[src/mpt_ram.sv]
// Generic simple dual-port RAM with one write port and a registered read port.
module mpt_ram #(
    parameter int WIDTH = 8,
    parameter int DEPTH = 16
) (
    input  logic                     i_clk,
    input  logic                     i_we,
    input  logic [$clog2(DEPTH)-1:0] i_waddr,
    input  logic [WIDTH-1:0]         i_wdata,
    input  logic [$clog2(DEPTH)-1:0] i_raddr,
    output logic [WIDTH-1:0]         o_rdata
);
    logic [WIDTH-1:0] mem [DEPTH];

    always_ff @(posedge i_clk) begin
        if (i_we) begin
            mem[i_waddr] <= i_wdata;
        end
        o_rdata <= mem[i_raddr];
    end
endmodule

[config.mk]
export PLATFORM = sky130hd
export DESIGN_NAME = mpt_ram
export DESIGN_NICKNAME = d
export VERILOG_FILES = /design/src/mpt_ram.sv
export SDC_FILE = /design/constraint.sdc
export NUM_CORES = 1
export LEC_CHECK = 0
export BUFFER_PORTS_ARGS = -buffer_cell sky130_fd_sc_hd__buf_2
export CORE_MARGIN = 2
export CORE_UTILIZATION = 68
export CTS_BUF_LIST = sky130_fd_sc_hd__clkbuf_8
export CTS_CLUSTER_DIAMETER = 30
export DETAILED_ROUTE_END_ITERATION = 8
export GPL_TIMING_DRIVEN = 0
export PLACE_DENSITY = 0.91
export RECOVER_POWER = 50
export SYNTH_ARGS = -nofsm -noshare
export SYNTH_HDL_FRONTEND = slang
export SYNTH_SLANG_ARGS = --single-unit
export TNS_END_PERCENT = 50
[constraint.sdc]
create_clock -name i_clk -period 2.8 [get_ports i_clk]
set_input_delay 0.14 -clock i_clk [delete_from_list [all_inputs] [get_ports i_clk]]
set_output_delay 0.14 -clock i_clk [all_outputs]
set_load 0.03 [all_outputs]
; After elaboration in Yosys (flattened, before gate mapping)
; Memory sizes are Yosys's and may differ from the RTL's. A register that Yosys moved wholly into a read port is not among the register bits.
; Index checks and enable logic that the tools add are counted.
[classes]
n_mux = 2
[op_table]
columns = operator, n
row1 = $mux W1, 2
[word_totals]
ff_bits = 0
ramBits = 128
in_bits = 18
out_inout_bits = 8
wordCells = 3
n_memories = 1
[mem_list]
columns = name, depth, width, rd, rd_clocked_by_memory_dff, write_ports, line_no
row1 = mem, 16, 8, 1, 1, 1, 13  ; logic [WIDTH-1:0] mem [DEPTH];

; Logic depth before layout (Yosys ltp)
; Gate-level depths: netlist of run 1.
[logic_depth]
depth_word = 2
mapped_depth = 5
depth_no_buf = 3

; Worst setup path after synthesis of run 1
; Ideal clock, no wire load.
[synth_path]
path_kind = input to register
start = input port i_waddr[2]
end = memory mem[0][0], enable pin
setup_time_ns = 0.383
arrival_time_ns = 1.250
required_ns = 2.417
slack_ns = 1.167
path_stages = 2
n_path_buf = 0
cell_sequence = or3b_2 -> nor3_1
[synth_rtl]
columns = item, line_no
row1 = start: declaration, 8  ; input logic [$clog2(DEPTH)-1:0] i_waddr,
row2 = end: declaration, 13
; Straight into the memory's write port.

; Worst setup path after layout of run 1
[layout_path]
start = input port i_we
end = memory mem[0][0], enable pin
[layout_via]
elab_chain_len = 2
[layout_lines]
columns = item, line_no
row1 = start: declaration, 7  ; input logic i_we,
row2 = $mux W1, 16  ; if (i_we) begin
row3 = $mux W1 (implied by the code), 17  ; mem[i_waddr] <= i_wdata;
; No other way between the ends.

==> results.yml, run 1 <==
pwr:
  p_leak_nw: 1.95
  peakVddDrop_uv: 485
  fin_total_pwr_mw: 4.38
  cellPowerDensity_nw_per_um2: 749
  internal_power_mw: 3.49
  clockPowerShare: 0.423
  p_switching_uw: 888
  swShare: 0.203
  pwr-share-seq: 0.522
  power_frac_comb: 0.055
drt:
  routed_wl_um: 10000
  drt_iter0_drc: 333
  wl_per_cell_um: 26.1
  via_per_inst: 6.57
  dr_total_vias: 2523
  drc_errors: 0
  first_pass_iters: 4
  final_antenna_net_count: 0
layout:
  fin_nets: 290
  final_cell_area_um2: 5850
  fillerInstances: 364
  finalNonFillerCells: 384
  drive_gt1_frac: 0.260
  n_antenna_cell: 0
  syn_to_final_growth_pct: 13.7
sta:
  slew_headroom: 0.120
  rsz0062_at_grt: "no"
  fin_worst_skew_ns: 0.00934
  finalSetupViolCount: 0
  drv_slew: 0
  tightestPinTransition_ns: 1.31
  whs_ns: 0.207
  final.period_utilization: 0.632
  fmax_ghz: 0.565
  setup_tns_ns: 0
  finalHoldViolCount: 0
  layout_min_cycle_time_ns: 1.77
global_route:
  grt_antenna_before_repair: 0
  grt_pass1_wl_um: 15300
  grt_max_degree: 17
  track_usage: 0.268
  grt_overflow: 0
  grt_pass1_vias: 2534
synth:
  ys_seq_elements: 136
  syn_area_per_cell_um2: 22.5
  ys_seq_area_frac: 0.778
  synth_area_um2: 5150
  async_reset_ff_frac: 0
  synth.most_common_cell: "edfxtp_1"
  ys_top_cells_by_count: "edfxtp_1 (128), mux4_2 (18), a22oi_1 (16)"
  synth_edf_count: 128
  synth_cell_type_count: 19
  ys_warn_count: 0
  postSynthCellCount: 229
  synth.area.top_cells: "edfxtp_1 (75%), mux4_2 (7.9%), mux4_1 (7.1%)"
  synth_largest_area_cell: "edfxtp_1"
  syn_nets: 247
  ys.flop_type: "edfxtp_1"
  synth_top_area_frac: 0.747
worst_setup_path:
  critPathMaxFanout: 8
  rrSetupSlack_ns: 1.36
  crit_chain: "clkbuf_1 > or3b_2 > nor3_1"
  worstPathArrival_ns: 1.80
  cp_slowest_cell: "nor3_1"
  crit_path_start: "i_we"
  critPathMaxStageDelay_ns: 0.98
  worstSetupPathType: "input port to register"
  crit_path_end: "mem[0][0]"
  worst_r2r_endpoint: "o_rdata[5]"
  rr_startpoint: "mem[8][5]"
  worstPathRequired_ns: 2.84
  start_kind: "input port"
  rr_worst_depth: 3
  endpoint_kind: "register"
run:
  max_cap_violations: 0
clocking:
  cts_made_buffers: 17
  cts_tree: "done"
  path_clk_slew_ns: 0.08
  worstSkewPairLatency_ns: 0.43
  cts_root_buf: "clkbuf_8"
  postCtsSetupRepairBufs: 0
  cts_hold_buf: 0
  cts_buffer_depth: 2
  clock-sinks: 136
  cts_resized: 0
  cts_max_level: 4
place:
  dp.cells: 352
  placed_area_um2: 5390
  io_buffers: 24
  globalplace.congestion: 0.750
  dpl.hpwl_um: 6160
min_path:
  hold_class: "input port to register"
floorplanning:
  rows: 31
  core_um2: 7290
  dieWidth_um: 91.0
  initial_utilization: 0.706
  fp.dieH_um: 91.0
  dieArea_um2: 8280
  io_pins: 26
status:
  status: "finished, final reports clean"
[layout make-up]
cell class,instances,area (µm²),area share
clock buffer,20,275,0.0470
buffer,10,86.3,0.0148
clock inverter,12,195,0.0334
tap,99,124,0.0212
timing repair buffer,24,109,0.0186
sequential,136,4000,0.684
multi-input combinational,83,1060,0.181
[state kept, by name, indices dropped and copies added, names as in the netlist]
signal   flops
mem        128
o_rdata      8
[power by group through the flow]
stage / clock network [mW] / registers (mW) / logic (mW)
after detailed placement: 0 / 2.33 / 0.239
final: 1.85 / 2.29 / 0.242
after CTS: 1.86 / 2.29 / 0.243
after global placement: 0 / 2.33 / 0.227
after global routing: 1.94 / 2.29 / 0.255
after floorplan: 0 / 2.36 / 0.116
[worst min path at each step]
| stage | startpoint | to | slack (ns) | cells after the start |
|---|---|---|---|---|
| detailed placement | i_wdata[6] | mem[6][6] | 0.54 | 1 |
| floorplan | i_wdata[0] | mem[0][0] | 0.24 | 0 |
| finish | i_raddr[1] | o_rdata[0] | 0.21 | 4 |
| CTS | i_wdata[6] | mem[9][6] | 0.08 | 1 |
| global route | i_raddr[1] | o_rdata[0] | 0.21 | 4 |
| global placement | i_wdata[6] | mem[6][6] | 0.53 | 1 |
[logic make-up after synthesis]
family,Yosys count,share of synthesized area
DFF,136,0.778
and+or+nand+nor,35,0.0318
muxes,32,0.150
AOI/OAI and AO/OA,16,0.0233
buffers and inverters,10,0.0168
[through the flow]
stage	util	setup slack [ns]
2_1_floorplan	-	1.17
3_3_place_gp	0.739	0.666
3_5_place_dp	0.739	0.653
4_1_cts	0.804	1.07
5_1_grt	0.802	0.971
6_report	0.802	1.03
[layout by cell type, fill, tap and decap left out, types with 3 or more instances in the layout]
cell type and n:
a22oi_1 16, buf_2 18, buf_6 3, bufinv_16 5
clkbuf_1 9, clkbuf_8 20, clkdlybuf4s25_2 3, dfxtp_1 8
edfxtp_1 128, mux4_1 14, mux4_2 18, nand2_1 9
nor2_1 13, nor3_1 4
[worst max-delay path, delay by kind of cell]
family	cells	cell delay, ns
simple gates	2	1.52
buf+inv	1	0.14
[routing by layer]
metal / share of wire / track usage / up-vias
met5: 0 / 0 / -
met4: 0.026 / 0.111 / 0
met3: 0.12 / 0.0656 / 23
met2: 0.49 / 0.402 / 159
met1: 0.37 / 0.391 / 1277
li1: - / - / 1064
No activity file was read; power rests on OpenSTA's default activity.
==> run 2: changes to the inputs <==
CORE_UTILIZATION = 63   (was 68)
PLACE_DENSITY = 0.86   (was 0.91)
clock period = 1.8 ns   (was 2.8 ns; I/O delays follow)
==> run 2 against run 1 <==
  * Critical path depth did not move
  * Register-to-register slack got worse by 0.96 ns
  * Final cell count rose by 0.78%
  * Clock-buffer cell count fell by 3
  * Worst hold slack got worse by 0.025 ns
  * Global-route usage fell by 2.9 points
  * Sequential power rose by 55%
  * Flip-flop and latch count did not move
  * Critical path type unchanged
  * Critical endpoint is now mem[0][5]
  * Highest routed layer unchanged
==> results.yml, run 2 (synthesized netlist as in run 1, its figures left out) <==
sta:
  finalSetupViolCount: 0
  drv_slew: 0
  layout_min_cycle_time_ns: 1.59
  fmax_ghz: 0.628
  tightestPinTransition_ns: 1.24
  fin_worst_skew_ns: 0.0150
  fin_ws_ns: 0.208
  final.period_utilization: 0.884
  finalHoldViolCount: 0
  slew_headroom: 0.169
  rsz0062_at_grt: "no"
pwr:
  swShare: 0.215
  peakVddDrop_uv: 814
  cellPowerDensity_nw_per_um2: 1130
  p_leak_nw: 1.92
  pwr-share-seq: 0.538
  clockPowerShare: 0.406
  power_frac_comb: 0.056
  internal_power_mw: 5.19
  p_switching_mw: 1.42
  fin_total_pwr_mw: 6.60
place:
  globalplace.congestion: 0.740
  io_buffers: 24
  dpl.hpwl_um: 6060
  preCtsSetupSlack_ns: -0.319
drt:
  final_antenna_net_count: 0
  routed_wl_um: 9530
  dr_total_vias: 2492
  first_pass_iters: 5
  drt_iter0_drc: 304
  via_per_inst: 6.44
  wl_per_cell_um: 24.6
  drc_errors: 0
layout:
  regMostFlops: "mem"
  top_regs: "mem x128, o_rdata x8"
  fillerInstances: 414
  fin_nets: 290
  largest_register_ffs: 128
  drive_gt1_frac: 0.263
  final_util: 0.745
  syn_to_final_growth_pct: 13.1
  n_antenna_cell: 0
  layout_common_cells: "edfxtp_1 (128), buf_2 (18), mux4_2 (18)"
  final_common_cell: "edfxtp_1"
clocking:
  cts_tree: "done"
  cts_made_buffers: 17
  cts_max_level: 4
  cts_buffer_depth: 2
  clock-sinks: 136
  worstSkewPairLatency_ns: 0.44
  cts_hold_buf: 0
  cts_root_buf: "clkbuf_8"
  path_clk_slew_ns: 0.07
  postCtsSetupRepairBufs: 0
  cts_resized: 0
worst_setup_path:
  rr_worst_depth: 3
  worstPathArrival_ns: 1.64
  crit_buf_inv: 1
  critPathMaxFanout: 8
  start_kind: "input port"
  cp_slowest_cell: "nor3_1"
  rr_startpoint: "mem[5][1]"
  worstSetupPathType: "input port to register"
  rrSetupSlack_ns: 0.40
  worst_r2r_endpoint: "o_rdata[1]"
  critPathMaxStageDelay_ns: 0.90
  critPathTopFamily: "simple AND/OR/NAND/NOR gates"
  worstPathRequired_ns: 1.85
  crit_chain: "buf_2 > or3b_2 > nor3_1"
  endpoint_kind: "register"
run:
  max_cap_violations: 0
floorplanning:
  fp.dieH_um: 94.4
  io_pins: 26
  core_um2: 7810
  rows: 32
  dieArea_um2: 8910
  initial_utilization: 0.659
  dieWidth_um: 94.4
global_route:
  grt_pass1_vias: 2500
  grt_antenna_before_repair: 0
  grt_pass1_wl_um: 14100
  track_usage: 0.239
  grt_max_degree: 17
  grt_overflow: 0
min_path:
  whs_endpoint: "o_rdata[0]"
  hold_start: "i_raddr[1]"
  hold_class: "input port to register"
  hold_depth: 4
status:
  status: "finished, final reports clean"
## run 2: through the flow
stage / instance area [µm²] / cells / hold slack [ns] / setup TNS [ns]
floorplan: 5150 / 229 / 0.189 / 0
global placement: 5400 / 355 / 0.477 / -2.37
detailed placement: 5400 / 355 / 0.500 / -2.93
CTS: 5830 / 387 / 0.0325 / 0
global route: 5820 / 387 / 0.212 / 0
finish: 5820 / 387 / 0.182 / 0
## run 2: area by class of cell
type,instances,area (µm²),share of cell area
multi-input combinational,83,1060,0.182
clock buffer,17,234,0.0402
buffer,10,86.3,0.0148
timing repair buffer,24,109,0.0187
clock inverter,15,201,0.0346
sequential,136,4000,0.688
tap,102,128,0.0219
## run 2: per-layer routing
| metal | vias up | wire length [µm] | share of wire | global-route usage |
|---|---|---|---|---|
| li1 | 1058 | - | - | - |
| met1 | 1261 | 3630 | 0.38 | 0.331 |
| met5 | - | 0 | 0 | 0 |
| met3 | 18 | 825 | 0.087 | 0.0623 |
| met2 | 155 | 4890 | 0.51 | 0.372 |
| met4 | 0 | 178 | 0.019 | 0.100 |
## run 2: power groups by stage
stage | clock (mW) | sequential [mW] | combinational (mW)
after floorplan | 0 | 3.66 | 0.180
after global placement | 0 | 3.62 | 0.356
after detailed placement | 0 | 3.63 | 0.372
after CTS | 2.69 | 3.56 | 0.374
after global routing | 2.83 | 3.56 | 0.391
final | 2.68 | 3.56 | 0.369
## run 2: worst min-delay path, stage by stage
cell and delay (ns):
buf_2 0.15, mux4_1 0.17, a22oi_1 0.11, nand2_1 0.07
## run 2: worst max path at each step
stage	from	end	slack, ns	cells past startpoint
2_1_floorplan	i_waddr[2]	mem[0][0]	0.22	2
3_3_place_gp	i_waddr[2]	mem[0][0]	-0.26	3
3_5_place_dp	i_waddr[2]	mem[0][0]	-0.32	3
4_1_cts	i_waddr[2]	mem[0][5]	0.20	3
5_1_grt	i_waddr[2]	mem[0][5]	0.13	3
6_report	i_waddr[2]	mem[0][5]	0.21	3
==> run 3: changes to the inputs <==
ABC_AREA = 1   (was default)
PLACE_DENSITY = 0.85   (was 0.86)
==> run 3 against run 2 <==
  * Clock power rose by 5%
  * Via count rose by 66%
  * Wire length up 44%
  * Setup slack gained 0.50 ns
  * Largest power group unchanged
  * Flip-flop and latch count stayed put
  * Sequential share of layout area decreased by 6.7 points
  * Synthesized cell count grew 140%
==> results.yml, run 3 <==
global_route:
  grt_pass1_wl_um: 21000
  grt_overflow: 0
  track_usage: 0.295
  grt_antenna_before_repair: 0
  grt_max_degree: 17
  grt_pass1_vias: 3952
layout:
  syn_to_final_growth_pct: 11.7
  largest_register_ffs: 128
  regMostFlops: "mem"
  n_antenna_cell: 0
  final_common_cell: "nand2_1"
  fin_nets: 610
  top_regs: "mem x128, o_rdata x8"
  drive_gt1_frac: 0.107
  fillerInstances: 569
  final_util: 0.732
  layout_common_cells: "nand2_1 (173), edfxtp_1 (128), inv_1 (102)"
clocking:
  cts_root_buf: "clkbuf_8"
  path_clk_slew_ns: 0.07
  cts_made_buffers: 17
  worstSkewPairLatency_ns: 0.45
  cts_resized: 0
  cts_buffer_depth: 2
  clock-sinks: 136
  cts_tree: "done"
  cts_hold_buf: 0
  cts_max_level: 4
  postCtsSetupRepairBufs: 0
floorplanning:
  fp.dieH_um: 99.7
  initial_utilization: 0.655
  dieArea_um2: 9940
  io_pins: 26
  rows: 34
  core_um2: 8810
  dieWidth_um: 99.7
sta:
  fin_ws_ns: 0.706
  fmax_ghz: 0.914
  fin_worst_skew_ns: 0.0127
  tightestPinTransition_ns: 0.959
  final.period_utilization: 0.608
  rsz0062_at_grt: "no"
  finalSetupViolCount: 0
  layout_min_cycle_time_ns: 1.09
  slew_headroom: 0.360
  setup_tns_ns: 0
  finalHoldViolCount: 0
  drv_slew: 0
worst_setup_path:
  endpoint_kind: "register"
  worstSetupPathType: "input port to register"
  crit_chain: "buf_2 > nand3b_1 > nor2_1"
  worstPathArrival_ns: 1.17
  cp_slowest_cell: "nor2_1"
  start_kind: "input port"
  critPathMaxStageDelay_ns: 0.71
  critPathMaxFanout: 8
  worstPathRequired_ns: 1.87
pwr:
  p_leak_nw: 2.82
  pwr-share-seq: 0.518
  clockPowerShare: 0.409
  fin_total_pwr_mw: 6.87
  internal_power_mw: 5.30
  peakVddDrop_uv: 773
  p_switching_mw: 1.56
  cellPowerDensity_nw_per_um2: 1070
  swShare: 0.228
  power_frac_comb: 0.073
synth:
  syn_nets: 569
  async_reset_ff_frac: 0
  ys_seq_area_frac: 0.694
  postSynthCellCount: 551
  ys.flop_type: "edfxtp_1"
  synth_area_um2: 5770
  synth.most_common_cell: "nand2_1"
  synth_compound_area_frac: 0
  ys_warn_count: 0
  synth_edf_count: 128
  syn_area_per_cell_um2: 10.5
  synth_cell_type_count: 12
  synth-xor-area-share: 0
  synth.area.mux_share: 0
  synth.area.top_cells: "edfxtp_1 (67%), nand2_1 (11%), nand3_1 (8.4%)"
  ys_seq_elements: 136
  synth_largest_area_cell: "edfxtp_1"
  synth-simple-area-share: 0.210
  synth_fa_ha_area_frac: 0
  synth_top_area_frac: 0.667
  ys_top_cells_by_count: "nand2_1 (173), edfxtp_1 (128), inv_1 (100)"
  synth_top_family_by_area: "simple AND/OR/NAND/NOR gates"
place:
  dpl.hpwl_um: 8590
  preCtsSetupSlack_ns: 0.276
  io_buffers: 22
  globalplace.congestion: 0.924
min_path:
  hold_class: "input port to register"
drt:
  drc_errors: 0
  wl_per_cell_um: 19.2
  routed_wl_um: 13700
  drt_iter0_drc: 594
  dr_total_vias: 4131
  first_pass_iters: 6
  final_antenna_net_count: 0
  via_per_inst: 5.79
run:
  max_cap_violations: 0
status:
  status: "finished, final reports clean"
[run 3: through the flow]
step | area (µm²) | instances | hold slack [ns]
finish | 6440 | 713 | 0.0808
global route | 6440 | 713 | 0.0976
CTS | 6450 | 713 | 0.0492
detailed placement | 6010 | 681 | 0.513
global placement | 6010 | 681 | 0.507
floorplan | 5770 | 551 | 0.189
[run 3: cell type report]
cell class / instances / area, µm² / share of cell area
sequential: 136 / 4000 / 0.621
multi-input combinational: 289 / 1210 / 0.188
inverter: 102 / 383 / 0.0594
clock buffer: 17 / 234 / 0.0363
clock inverter: 15 / 209 / 0.0324
buffer: 24 / 166 / 0.0258
tap: 108 / 135 / 0.0210
timing repair buffer: 22 / 98.8 / 0.0153
[run 3: routing by layer]
| metal | track usage | share of wire | vias up |
|---|---|---|---|
| met1 | 0.404 | 0.38 | 1896 |
| met3 | 0.0724 | 0.12 | 57 |
| met4 | 0.164 | 0.045 | 0 |
| met5 | 0 | 0 | - |
| li1 | - | - | 1857 |
| met2 | 0.440 | 0.46 | 321 |
[run 3: cells by family after synthesis]
logic type | after synthesis
flops | 136
buf+inv | 126
simple gates | 289
[run 3: final timing paths]
check                                 from          to  slack [ns]  depth (start not counted)
worst max-delay path            i_waddr[3]   mem[4][4]        0.71                          3
worst max register to register   mem[6][0]  o_rdata[0]        0.75                          6
worst min-delay path            i_raddr[2]  o_rdata[1]        0.08                          4
worst min register to register  mem[12][5]  o_rdata[5]        0.71                          6
[run 3: power groups by stage]
stage / logic, mW / registers [mW] / clock network [mW]
6_report: 0.501 / 3.56 / 2.81
3_5_place_dp: 0.483 / 3.62 / 0
4_1_cts: 0.491 / 3.55 / 2.79
2_1_floorplan: 0.250 / 3.66 / 0
3_3_place_gp: 0.466 / 3.62 / 0
5_1_grt: 0.537 / 3.56 / 2.92
[run 3: worst max-delay path: cells and delay by family]
kind                   cells  cell delay [ns]
buffers and inverters      1             0.12
and+or+nand+nor            2             0.95
